[config.mk]
export PLATFORM = sky130hd
export DESIGN_NAME = mhpq_ctrl
export DESIGN_NICKNAME = d
export VERILOG_FILES = /design/src/hw/rtl/mhpq_pkg.sv /design/src/hw/rtl/mhpq_ctrl.sv
export SDC_FILE = /design/constraint.sdc
export NUM_CORES = 1
export LEC_CHECK = 0
export ABC_AREA = 1
export BUFFER_PORTS_ARGS = -buffer_cell sky130_fd_sc_hd__buf_2
export CORE_MARGIN = 4
export CORE_UTILIZATION = 40
export CTS_CLUSTER_DIAMETER = 40
export CTS_CLUSTER_SIZE = 28
export DETAILED_ROUTE_END_ITERATION = 7
export GPL_TIMING_DRIVEN = 0
export PLACE_DENSITY = 0.68
export SKIP_LAST_GASP = 1
export SLEW_MARGIN = 20
export SYNTH_ARGS = -nofsm -noshare
export SYNTH_HDL_FRONTEND = slang
export SYNTH_SLANG_ARGS = --single-unit
export TNS_END_PERCENT = 50
[constraint.sdc]
create_clock -name clock -period 4.6 [get_ports clock]
set_input_delay 0 -clock clock [delete_from_list [all_inputs] [get_ports clock]]
set_output_delay 0 -clock clock [all_outputs]
set_load 0.05 [all_outputs]
[src/hw/rtl/mhpq_pkg.sv]
package mhpq_pkg;

   localparam int DataW  = 32;
   localparam int CountW = 11;

   typedef enum logic {
      CMD_INSERT = 1'b0,
      CMD_REMOVE = 1'b1
   } cmd_type;

   typedef enum logic [1:0] {
      STATUS_OK    = 2'd0,
      STATUS_EMPTY = 2'd1,
      STATUS_FULL  = 2'd2
   } status_type;

   typedef struct packed {
      cmd_type                   command;
      logic signed [DataW-1:0]   value;
   } req_word_type;

   typedef struct packed {
      status_type                status;
      logic signed [DataW-1:0]   top_value;
      logic [CountW-1:0]         entry_count;
   } rsp_word_type;

   typedef enum logic [2:0] {
      ST_IDLE,
      ST_LAST_RD,
      ST_LAST_CMP,
      ST_UP_RD,
      ST_UP_CMP,
      ST_DN_RD,
      ST_DN_CMP,
      ST_DONE
   } state_type;

endpackage

[src/hw/rtl/mhpq_ctrl.sv]
module mhpq_ctrl #(
   parameter int CAPACITY = 1024,
   parameter int AW       = 10,
   parameter int CW       = 11
) (
   input  logic                          clock,
   input  logic                          reset,
   input  logic                          req_valid,
   output logic                          req_ready,
   input  mhpq_pkg::req_word_type        req_word,
   output logic                          res_valid,
   input  logic                          res_free,
   output mhpq_pkg::rsp_word_type        res_word,
   output logic                          wr_en,
   output logic [AW-1:0]                 wr_addr,
   output logic signed [mhpq_pkg::DataW-1:0] wr_data,
   output logic [AW-1:0]                 rd_addr_a,
   output logic [AW-1:0]                 rd_addr_b,
   input  logic signed [mhpq_pkg::DataW-1:0] rd_data_a,
   input  logic signed [mhpq_pkg::DataW-1:0] rd_data_b
);
   import mhpq_pkg::*;

   localparam int IW = CW + 1;

   state_type               state_ff, state_in;
   logic [CW-1:0]           fill_ff, fill_in;
   logic [AW-1:0]           pos_ff, pos_in;
   logic signed [DataW-1:0] val_ff, val_in;
   logic signed [DataW-1:0] top_ff;
   status_type              status_ff, status_in;

   logic                    accept;
   logic                    full;
   logic [AW-1:0]           parent;
   logic [IW-1:0]           l_idx, r_idx;
   logic                    take_l, take_r;
   logic signed [DataW-1:0] cand;
   logic                    up_move;

   assign req_ready = state_ff == ST_IDLE;
   assign accept  = req_valid && req_ready;
   assign full    = fill_ff == CW'(CAPACITY);
   assign parent  = (pos_ff - AW'(1)) >> 1;
   assign l_idx   = IW'({pos_ff, 1'b1});
   assign r_idx   = l_idx + IW'(1);
   assign take_l  = (l_idx < IW'(fill_ff)) && (rd_data_a > val_ff);
   assign cand    = take_l ? rd_data_a : val_ff;
   assign take_r  = (r_idx < IW'(fill_ff)) && (rd_data_b > cand);
   assign up_move = rd_data_a < val_ff;

   // next state
   always_comb begin
      state_in = state_ff;
      case (state_ff)
         ST_IDLE: begin
            if (accept) begin
               if (req_word.command == CMD_INSERT) begin
                  state_in = full ? ST_DONE : ST_UP_RD;
               end else begin
                  state_in = (fill_ff == '0) ? ST_DONE : ST_LAST_RD;
               end
            end
         end
         ST_LAST_RD:  state_in = ST_LAST_CMP;
         ST_LAST_CMP: state_in = (fill_ff == CW'(1)) ? ST_DONE : ST_DN_RD;
         ST_UP_RD:    state_in = (pos_ff == '0) ? ST_DONE : ST_UP_CMP;
         ST_UP_CMP:   state_in = up_move ? ST_UP_RD : ST_DONE;
         ST_DN_RD:    state_in = ST_DN_CMP;
         ST_DN_CMP:   state_in = (take_l || take_r) ? ST_DN_RD : ST_DONE;
         ST_DONE:     state_in = res_free ? ST_IDLE : ST_DONE;
         default:     state_in = ST_IDLE;
      endcase
   end

   // datapath and store access
   always_comb begin
      fill_in   = fill_ff;
      pos_in    = pos_ff;
      val_in    = val_ff;
      status_in = status_ff;
      wr_en     = 1'b0;
      wr_addr   = pos_ff;
      wr_data   = val_ff;
      rd_addr_a = l_idx[AW-1:0];
      rd_addr_b = r_idx[AW-1:0];
      res_valid = 1'b0;
      case (state_ff)
         ST_IDLE: begin
            if (accept) begin
               status_in = STATUS_OK;
               if (req_word.command == CMD_INSERT) begin
                  if (full) begin
                     status_in = STATUS_FULL;
                  end else begin
                     pos_in  = fill_ff[AW-1:0];
                     fill_in = fill_ff + CW'(1);
                     val_in  = req_word.value;
                  end
               end else if (fill_ff == '0) begin
                  status_in = STATUS_EMPTY;
               end
            end
         end
         ST_LAST_RD: begin
            rd_addr_a = AW'(fill_ff - CW'(1));
         end
         ST_LAST_CMP: begin
            val_in  = rd_data_a;
            fill_in = fill_ff - CW'(1);
            pos_in  = '0;
         end
         ST_UP_RD: begin
            rd_addr_a = parent;
            wr_en     = pos_ff == '0;
         end
         ST_UP_CMP: begin
            wr_en = 1'b1;
            if (up_move) begin
               wr_data = rd_data_a;
               pos_in  = parent;
            end
         end
         ST_DN_CMP: begin
            wr_en = 1'b1;
            if (take_r) begin
               wr_data = rd_data_b;
               pos_in  = r_idx[AW-1:0];
            end else if (take_l) begin
               wr_data = rd_data_a;
               pos_in  = l_idx[AW-1:0];
            end
         end
         ST_DONE: begin
            res_valid = 1'b1;
         end
         default: begin
         end
      endcase
   end

   assign res_word.status      = status_ff;
   assign res_word.top_value   = (fill_ff == '0) ? '0 : top_ff;
   assign res_word.entry_count = CountW'(fill_ff);

   always_ff @(posedge clock) begin
      if (reset) begin
         state_ff <= ST_IDLE;
         fill_ff  <= '0;
      end else begin
         state_ff <= state_in;
         fill_ff  <= fill_in;
      end
   end

   always_ff @(posedge clock) begin
      pos_ff    <= pos_in;
      val_ff    <= val_in;
      status_ff <= status_in;
      if (wr_en && wr_addr == '0) begin
         top_ff <= wr_data;
      end
   end

endmodule

**Word-level counts from Yosys, hierarchy flattened**

Index checks and enable logic that the tools add are counted.

- Reductions and logical operators: 14
- Eq/ne operators: 14
- Add/sub/neg operators: 4
- Multipliers: 0
- Shift operators: 0
- Divide/modulo/power cells: 0
- Order comparisons: 5
- Bitwise operators: 0
- Multiplexer cells: 36

Operator list:

| cell | count |
|---|---|
| 32-bit 2-to-1 mux | 7 |
| 32-bit case mux with 2 select lines | 2 |
| 32-bit > comparator | 2 |
| 10-bit 2-to-1 mux | 6 |
| 10-bit case mux with 4 select lines | 1 |
| 11-bit 2-to-1 mux | 3 |
| 32-bit less-than comparator | 1 |
| 3-bit case mux with 8 select lines | 1 |
| 11-bit case mux with 2 select lines | 1 |
| 10-bit case mux with 2 select lines | 1 |
| 3-bit 2-to-1 mux | 6 |
| 11-bit by 1-bit adder with 12-bit output, second input constant | 1 |
| 3-bit == test, second input constant | 4 |
| 12-bit by 11-bit less-than comparator with 1-bit output | 1 |
| 11-bit by 1-bit adder with 11-bit output, second input constant | 1 |
| 11-bit by 1-bit == test with 1-bit output, second input constant | 1 |
| 11-bit == test, second input constant | 1 |
| 11-bit logical NOT | 1 |
| 11-bit less-than comparator | 1 |
| 11-bit by 1-bit subtractor with 11-bit output, second input constant | 1 |
| 10-bit logical NOT | 1 |
| 2-bit 2-to-1 mux | 5 |
| 10-bit by 1-bit subtractor with 10-bit output, second input constant | 1 |
| 3-bit by 2-bit == test with 1-bit output, second input constant | 2 |
| 15 further kinds | 21 |

- Input port bits: 101
- RAM bits: 0
- Bits in registers: 90
- Memories: 0
- Bits in latches: 0
- Logic and storage cells: 79
- Output and inout port bits: 110
- Bits in read-only memories: 0

**Depth between registers and ports, before layout**

Gate-level depths: netlist of run 1.

- Depth in word-level cells: 8
- Gate-level depth with buffers: 33
- Mapped depth without buffers: 32

**Least setup slack after synthesis of run 1**

Ideal clock, no wire load.

- Path type: reg2reg
- From: register pos_ff[0] (netlist: wr_addr[0])
- To: register top_ff[12], data pin
- Cell stages (with the launch flop): 34
- Period minus slack after synthesis: 5048 ps
- Data arrival time: 4608 ps
- Required time: 4160 ps
- Setup time: 440 ps
- Setup slack: -448 ps
- Path through: edfxtp_1 -> inv_1 -> ha_1 -> inv_1 -> nand2_1 -> nand2_1 -> nand2_1 -> nand2_1 -> nand2_1 -> nand2_1 -> nand2_1 -> nand2_1 -> nand2_1 -> nand2_1 -> a21oi_1 -> clkbuf_1 -> nand3_1 -> and2_1 -> ha_1 -> a21oi_1 -> nor2_1 -> nor3_1 -> nand2_1 -> nand2_1 -> nand2_1 -> nand2_1 -> nand2_1 -> nand2_1 -> clkbuf_1 -> nand3_1 -> nand2_1 -> inv_1 -> nand2_1 -> nand3_1

- Elaborated cells between the ends (all ways): 9
- Classes of those cells: add/sub (1); order compare (3); mux (3); reduce/logical (2)

RTL lines:

| element | RTL line | RTL |
|---|---|---|
| from (decl) | mhpq_ctrl.sv:28 | `logic [AW-1:0] pos_ff, pos_in;` |
| from (signal assigned) | mhpq_ctrl.sv:157 | `pos_ff <= pos_in;` |
| 11-bit by 1-bit adder with 12-bit output | mhpq_ctrl.sv:46 | `assign r_idx = l_idx + IW'(1);` |
| via rd_addr_b[1] | mhpq_ctrl.sv:18 | `output logic [AW-1:0] rd_addr_b,` |
| 12-bit by 11-bit less-than comparator with 1-bit output | mhpq_ctrl.sv:49 | `assign take_r = (r_idx < IW'(fill_ff)) && (rd_data_b > cand);` |
| 1-bit logical AND | mhpq_ctrl.sv:49 |  |
| 32-bit 2-to-1 mux | mhpq_ctrl.sv:126 | `if (take_r) begin` |
| 32-bit case mux with 2 select lines | mhpq_ctrl.sv:88 | `case (state_ff)` |
| via wr_data (one bit) | mhpq_ctrl.sv:16 | `output logic signed [mhpq_pkg::DataW-1:0] wr_data,` |
| to (signal assigned) | mhpq_ctrl.sv:161 | `top_ff <= wr_data;` |
| to (decl) | mhpq_ctrl.sv:30 | `logic signed [DataW-1:0] top_ff;` |

The timed path passes the listed nets, and every way through them passes these cells.
A chain may end at the register's enable or synchronous reset.

**Worst setup path after layout of run 1**

- From: register val_ff[31]
- To: output wr_data[31] (netlist bit)

- Cells in the longest elaborated chain, start to end: 7
- Elaborated cells between the ends (all ways): 9
- Classes of those cells: order compare (3); mux (4); reduce/logical (2)

RTL lines:

| element | RTL line | RTL |
|---|---|---|
| from (decl) | mhpq_ctrl.sv:29 | `logic signed [DataW-1:0] val_ff, val_in;` |
| from (signal assigned) | mhpq_ctrl.sv:158 | `val_ff <= val_in;` |
| 32-bit > comparator | mhpq_ctrl.sv:47 | `assign take_l = (l_idx < IW'(fill_ff)) && (rd_data_a > val_ff);` |
| 1-bit logical AND | mhpq_ctrl.sv:47 |  |
| 32-bit 2-to-1 mux | mhpq_ctrl.sv:48, mhpq_ctrl.sv:129 |  |
| 32-bit > comparator | mhpq_ctrl.sv:49 |  |
| 1-bit logical AND | mhpq_ctrl.sv:49 |  |
| 32-bit 2-to-1 mux | mhpq_ctrl.sv:126 |  |
| 32-bit case mux with 2 select lines * | mhpq_ctrl.sv:88 |  |
| to (decl) | mhpq_ctrl.sv:16 |  |

Mark *: on every way between the ends. The rest lies on a longest branch, timed or not.

==> metrics, run 1 <==
status complete, but fails checks; failing checks negative setup slack; DR vias/cell 5.25; IO Port Bufs 209; Storage cell area 2580 um^2; WS Path Type reg2out; Multi-input gate area 6630 um^2; total gr overflow 0; drt drc 0; Synth Warn # 0; DP HPWL 25500 um; CP peak stage delay 400 ps; Cells after Synth 1369; # Max-Cap Violations 0; # H-tree levels 3; Setup TNS -777 ps; Clock Sinks 90; io pins 211; number of routed nets with antenna violations 0; final core occ 58.6%; largest net degree at the start of global routing 42; CTS tree done; DR WL/cell 18.0 um; Crit Path Max Fanout 6; Synth Flop Type edfxtp_1; Area Overhead vs Synth 43.9%; Die W 163 um; CP arrival 4710 ps; max-slew violation count 0; Netlist Area Pre-Place 9580 um^2; Final period util 102%; number of flops mapped to enable cells by yosys 76; Top cell by count, worst path nand2_2; die area 26500 um^2; Clock Latency Late Sink 360 ps; Die Ht 163 um; Rows 56; initial antenna violation count 4; Worst Path Required 4600 ps; vias 10700; final WL 36800 um; gpl congestion 0.891; Syn Area/Cell 7.00 um^2; Clock Path Buffers 2; vias in the first global route 9987; GRT Util Overall 25.4%; DR iter-0 viols 914; global-route wire length before repair 52900 um; actual slew at the worst max-slew pin 877 ps; CP top delay family simple AND/OR/NAND/NOR gates; slowest cell on the critical path edfxtp_1; Clock Skew 11.8 ps; share of cells above drive strength 1 33.5%; Worst Hold Class in2reg; register area share after synthesis 26.7%; min cycle time layout 4710 ps; Slew HR 41.3%; fin worst setup slack -112 ps; Starting Density 40.7%; Distinct cells, synth 45; total core area 23500 um^2; Yosys reg bits 90; crit path launch type flop; setup violators final 24; CTS Root Cell clkbuf_16; clk slew on worst S/H paths 70 ps; ys async rst share 0%; total CTS buffers 9; Fill cells 2130; worst path buffer plus inverter count 7; RSZ-0062 raised after global routing yes; net count after synthesis 1559; Max Clk Rate 212 MHz; final hold violations 0; nets 1904; CP endpoint kind output pin; DRT Pass-1 Iters 5
[sequential cells by signal, summed over array words and instances (netlist names)]
register / flops
state_ff: 3
fill_ff: 11
wr_addr: 10
status_ff: 2
val_ff: 32
top_ff: 32
[per-stage QoR]
stage | instances | hold WS (ps) | setup slack [ps] | instance area [um^2]
floorplan | 1369 | 69.1 | 21.2 | 9610
global placement | 1897 | 228 | -668 | 11100
detailed placement | 1898 | 233 | -672 | 11100
CTS | 2000 | 2.45 | -7.37 | 12600
global route | 2040 | 31.7 | -206 | 13800
finish | 2041 | 27.8 | -112 | 13800
[cells in the final DEF (no fill, tap or decap), drive strengths merged, types with 29 or more instances in the layout]
| master | instances |
|---|---|
| clkbuf | 33 |
| nand2 | 408 |
| buf | 306 |
| ha | 89 |
| inv | 211 |
| edfxtp | 76 |
| o211ai | 38 |
| nor2 | 92 |
| a21oi | 54 |
| nand3 | 179 |
| dlygate4sd3 | 61 |
| and2 | 32 |
| o21ai | 29 |
[cell usage after synthesis, types with 8 or more instances]
cell type / instances / area (um^2)
nand2_1: 375 / 1410
inv_1: 211 / 792
nand3_1: 115 / 576
ha_1: 89 / 1110
nor2_1: 86 / 323
edfxtp_1: 76 / 2280
nand3_2: 64 / 641
a21oi_1: 53 / 265
o211ai_1: 38 / 285
and2_1: 32 / 200
nand2_2: 32 / 200
o21ai_0: 29 / 145
xor2_1: 24 / 210
clkbuf_1: 21 / 78.8
buf_2: 16 / 80.1
dfxtp_1: 14 / 280
nor3_1: 13 / 65.1
buf_6: 11 / 124
nand4_1: 8 / 50.1
[path summary, 6_finish.rpt]
check	end	cells after the start	slack [ps]	from
max	wr_data[31]	29	-110	val_ff[31]$_DFFE_PP_
min reg2reg	fill_ff[5]$_SDFFE_PP0P_	2	520	fill_ff[5]$_SDFFE_PP0P_
min	status_ff[0]$_SDFFCE_PN0P_	3	30	req_valid
max reg2reg	wr_addr[1]$_DFFE_PP_	30	50	val_ff[31]$_DFFE_PP_
[kinds of logic after synthesis]
logic type / count (synthesis) / share of synthesized area, %
other: 1 / 0.0391
buffers and inverters: 273 / 12.1
DFF: 90 / 26.7
adders and majority gates: 89 / 11.6
xor gates and xnor gates: 27 / 2.47
and+or+nand+nor: 745 / 37.7
AOI/OAI and AO/OA: 143 / 9.22
muxes: 1 / 0.104
[routing by layer]
metal / wire length (um) / global-route usage (%)
met3: 2800 / 3.82
met5: 12 / 0
met2: 17600 / 43.0
met4: 1350 / 8.43
met1: 15100 / 33.2
[worst reg2reg max path: cells and delay by family, from the launching register on]
kind,cells,cell delay (ps)
flip-flops,1,400
AND/OR/NAND/NOR,20,2420
adder cells (fa/ha/maj),2,600
buffers and inverters,8,910
[area by class of cell]
class / count / area share, %
diodes: 4 / 0.0726
plain buffers: 56 / 3.58
clock buffers: 10 / 1.66
clock inverters: 5 / 0.581
inverters: 215 / 5.94
multi-input cells: 1006 / 48.1
flip-flops and latches: 90 / 18.7
well taps: 319 / 2.90
repair buffers: 336 / 18.5
[timing repair]
| action | CTS | global route |
|---|---|---|
| pin swaps | 13 | 39 |
| endpoints found under the hold margin | 37 | 0 |
| cloned | 3 | 4 |
| hold buffers | 61 | 0 |
| setup buffers | 24 | 34 |
| gates resized for setup | 114 | 174 |
| endpoints found under the setup margin | 85 | 82 |
Power of run 1 is not shown: default switching activity piles up to over one toggle a cycle in this logic, so the estimate is an artifact.
==> run 2, diff against run 1 <==
SKIP_CTS_REPAIR_TIMING = 1   (was not set)
==> run 2 against run 1 <==
Net effect: the run ends with negative hold slack, negative setup slack left; non-clock buffer count is 29 lower; first-iteration DRC count is 8.4% lower; fmax grew 0.66%; worst setup slack better by 31 ps; global-route usage decreased by 1.5 points; final cell count shrank 1.4%; core utilization fell by 1.9 points; register-to-register slack worse by 90 ps; routed wire length shrank 3.0%; critical path type unchanged.
==> metrics, run 2 (synthesis results as in run 1) <==
gpl congestion 0.891; Area Overhead vs Synth 39.3%; largest net degree at the start of global routing 42; max-slew violation count 0; drt drc 0; Starting Density 40.7%; Rows 56; failing checks negative hold slack, negative setup slack; worst path buffer plus inverter count 8; worst r2r path cells 28; FF-to-FF setup slack -40 ps; final WL 35700 um; CTS tree done; actual slew at the worst max-slew pin 883 ps; DR WL/cell 17.7 um; die area 26500 um^2; Largest regs top_ff (32), val_ff (32), fill_ff (11); Final period util 102%; final hold violations 11; DP HPWL 25500 um; CP arrival 4680 ps; vias in the first global route 9324; Crit Path Max Fanout 8; commonest non-fill, non-tap cell in the layout nand2_1; Hold Path Cell Cnt 3; Storage cell area 2580 um^2; total CTS buffers 9; min cycle time layout 4680 ps; initial antenna violation count 5; Multi-input gate area 6560 um^2; total core area 23500 um^2; Fill cells 2180; vias 10500; setup violators final 35; Slew HR 41.1%; CP endpoint kind output pin; Clock Path Buffers 2; DR vias/cell 5.20; global-route wire length before repair 49500 um; Worst Path Required 4600 ps; final core occ 56.7%; WS Path Type reg2out; Reg2Reg Launch Point val_ff[10]$_DFFE_PP_; # Max-Cap Violations 0; io pins 211; IO Port Bufs 209; CP top delay family simple AND/OR/NAND/NOR gates; Max Clk Rate 214 MHz; GRT Util Overall 23.8%; Clock Skew 13.5 ps; RSZ-0062 raised after global routing yes; Die Ht 163 um; hold_sp rd_data_a[23]; number of routed nets with antenna violations 0; CP peak stage delay 390 ps; DRT Pass-1 Iters 5; Finished Layout Cells 2013; Placed Cells 1898; Worst path depth 31; DR iter-0 viols 837; total gr overflow 0; slowest cell on the critical path edfxtp_1; Min Hold Slack -37.2 ps; share of cells above drive strength 1 32.6%; Top cell by count, worst path nand2_1; crit path launch type flop; status complete, but fails checks; most frequent cells in the layout nand2_1 (350), inv_1 (194), buf_2 (186); Die W 163 um; Worst Hold End val_ff[23]$_DFFE_PP_; Clock Latency Late Sink 370 ps; CTS Root Cell clkbuf_16; nets 1875; # H-tree levels 3; clk slew on worst S/H paths 80 ps; Clock Sinks 90; reg2reg end wr_addr[4]$_DFFE_PP_; Worst Hold Class in2reg; fin worst setup slack -80.7 ps
-- run 2: changes by cell type in the layout (fill, tap and decap cells not counted), moves of 6 or more --
cell / before / now
dlygate4sd3_1: 61 / 40
buf_6: 40 / 31
clkbuf_4: 0 / 9
and2_1: 21 / 27
and2_4: 11 / 5
buf_4: 59 / 53
-- run 2: layer usage --
| layer | up-vias | track usage, % | wire, um |
|---|---|---|---|
| met4 | 2 | 8.12 | 1350 |
| li1 | 5104 | - | - |
| met1 | 4846 | 31.0 | 14900 |
| met2 | 440 | 39.5 | 16700 |
| met3 | 84 | 4.83 | 2730 |
| met5 | - | 0 | 12 |
-- run 2: metrics by stage --
step | worst slack [ps] | instance area, um^2 | hold WS (ps) | TNS (ps)
after global placement | -668 | 11100 | 228 | -44790
final | -80.7 | 13300 | -37.2 | -1290
after global routing | -268 | 13300 | -0.00672 | -8100
after CTS | -819 | 11400 | -142 | -44300
after floorplan | 21.2 | 9610 | 69.1 | 0
after detailed placement | -672 | 11100 | 233 | -26780
-- run 2: layout make-up --
type                    count  area share (%)
repair buffers            306            16.3
well taps                 319            2.99
clock inverters             5           0.600
diodes                      5          0.0938
plain buffers              57            3.75
flip-flops and latches     90            19.3
clock buffers              10            1.72
inverters                 215            6.10
multi-input cells        1006            49.1
-- run 2: worst max path at each step --
stage	endpoint	start	slack [ps]
6_report	wr_data[6]	val_ff[10]$_DFFE_PP_	-80
5_1_grt	wr_data[21]	val_ff[29]$_DFFE_PP_	-270
4_1_cts	wr_data[0]	val_ff[31]$_DFFE_PP_	-820
3_5_place_dp	wr_addr[3]$_DFFE_PP_	val_ff[31]$_DFFE_PP_	-670
3_3_place_gp	top_ff[4]$_DFFE_PP_	wr_addr[0]$_DFFE_PP_	-670
2_1_floorplan	top_ff[31]$_DFFE_PP_	wr_addr[0]$_DFFE_PP_	20
-- run 2: worst min-delay path: cells and delay by family --
kind	cells	cell delay [ps]
buf+inv	1	120
simple gates	2	110
Power of run 2 is left out for the same reason.
==> run 3, diff against run 2 <==
CELL_PAD_IN_SITES_DETAIL_PLACEMENT = 0   (was not set)
CELL_PAD_IN_SITES_GLOBAL_PLACEMENT = 2   (was not set)
CORE_UTILIZATION = 28   (was 40)
PLACE_DENSITY = 0.83   (was 0.68)
SKIP_CTS_REPAIR_TIMING = not set   (was 1)
==> run 3 against run 2 <==
Net effect: first-iteration DRC count fell by 13%; the run ends with negative setup slack left; global-route usage fell by 3.8 points; final area rose by 7.0%; die area rose by 41%; via count barely moved; clock skew barely moved; non-clock buffer count rose by 36.
==> metrics, run 3 (synthesis results as in run 1) <==
Rows 67; RSZ-0062 raised after global routing yes; CTS Root Cell clkbuf_16; final WL 40000 um; Hold Path Cell Cnt 3; Clock Latency Late Sink 380 ps; worst r2r path cells 29; Max Clk Rate 215 MHz; Worst Path Required 4600 ps; placed inst area 11300 um^2; antenna diode count 0; total CTS buffers 9; DP HPWL 28800 um; Largest regs top_ff (32), val_ff (32), fill_ff (11); status complete, but fails checks; CP peak stage delay 440 ps; clk slew on worst S/H paths 70 ps; largest net degree at the start of global routing 42; number of routed nets with antenna violations 0; commonest non-fill, non-tap cell in the layout nand2_1; Area Overhead vs Synth 49.0%; crit path launch type flop; vias 10500; drt drc 0; total gr overflow 0; final core occ 42.5%; Finished Cell Area 14300 um^2; Min Hold Slack 13.7 ps; # Max-Cap Violations 0; die area 37200 um^2; Clock Path Buffers 2; min cycle time layout 4640 ps; fin worst setup slack -43.1 ps; nets 1912; DR iter-0 viols 728; DR WL/cell 18.4 um; setup violators final 15; most frequent cells in the layout nand2_1 (341), inv_1 (189), buf_2 (184); final hold violations 0; FF-to-FF setup slack 70 ps; # H-tree levels 3; global-route wire length before repair 56600 um; DR vias/cell 4.82; Clock Skew 13.2 ps; initial antenna violation count 2; WS Path Type reg2out; Die W 193 um; Slew HR 42.0%; max-slew violation count 0; Die Ht 193 um; GRT Util Overall 20.0%; Crit Path Max Fanout 5; CP arrival 4640 ps; IO Port Bufs 209; CTS tree done; gpl congestion 0.868; Clock Sinks 90; share of cells above drive strength 1 35.1%; Starting Density 28.5%; DRT Pass-1 Iters 5; hold_sp req_valid; Worst Hold End status_ff[0]$_SDFFCE_PN0P_; reg2reg end wr_addr[8]$_DFFE_PP_; failing checks negative setup slack; total core area 33600 um^2; Final period util 101%; io pins 211; slowest cell on the critical path edfxtp_1; vias in the first global route 9814; CP endpoint kind output pin; actual slew at the worst max-slew pin 870 ps; Worst Hold Class in2reg; Reg2Reg Launch Point val_ff[19]$_DFFE_PP_
==> run 3: metal layers <==
layer / global-route usage (%) / wire length, um / part of all wire [%] / vias up
met1: 27.8 / 18600 / 46 / 4944
met5: 0 / 21 / 0.052 / -
li1: - / - / - / 5180
met3: 3.26 / 2030 / 5.1 / 58
met2: 32.2 / 18400 / 46 / 292
met4: 5.88 / 991 / 2.5 / 4
==> run 3: area by class of cell <==
cell class	count	area (um^2)
Tap cell	448	561
Sequential cell	90	2590
Timing Repair Buffer	343	2660
Inverter	215	822
Clock inverter	5	80.1
Multi-Input combinational cell	1007	6780
Clock buffer	11	233
Buffer	56	554
Fill cell	3449	19300
==> run 3: through the flow <==
step	setup WS, ps	setup TNS (ps)	instances
2_1_floorplan	21.2	0	1369
3_3_place_gp	-927	-83660	2026
3_5_place_dp	-919	-57800	2027
4_1_cts	-158	-4290	2127
5_1_grt	-254	-7590	2175
6_report	-43.1	-281	2175
==> run 3: critical path, delay by kind of cell (launching register included) <==
family / cells / cell delay, ps
simple gates: 18 / 1920
compound gates: 2 / 390
flops: 1 / 440
fa+ha+maj: 2 / 480
buf+inv: 7 / 1030
==> run 3: how the worst max path moves through the flow <==
stage,to,slack (ps),cells after the start,start
finish,wr_data[10],-40,29,val_ff[19]$_DFFE_PP_
global route,wr_data[13],-250,31,val_ff[25]$_DFFE_PP_
CTS,wr_data[7],-160,31,val_ff[4]$_DFFE_PP_
detailed placement,wr_addr[0]$_DFFE_PP_,-920,24,fill_ff[6]$_SDFFE_PP0P_
global placement,wr_addr[0]$_DFFE_PP_,-930,21,fill_ff[6]$_SDFFE_PP0P_
floorplan,top_ff[31]$_DFFE_PP_,20,33,wr_addr[0]$_DFFE_PP_
==> run 3: what timing repair did <==
| item | in CTS | in global routing |
|---|---|---|
| hold buffers | 59 | 0 |
| buffers inserted | 23 | 43 |
| setup endpoints to repair | 85 | 85 |
| resized for setup | 142 | 196 |
| endpoints found under the hold margin | 37 | 0 |
| pin swaps | 15 | 36 |
| gates cloned | 3 | 7 |
Power of run 3 is left out for the same reason.
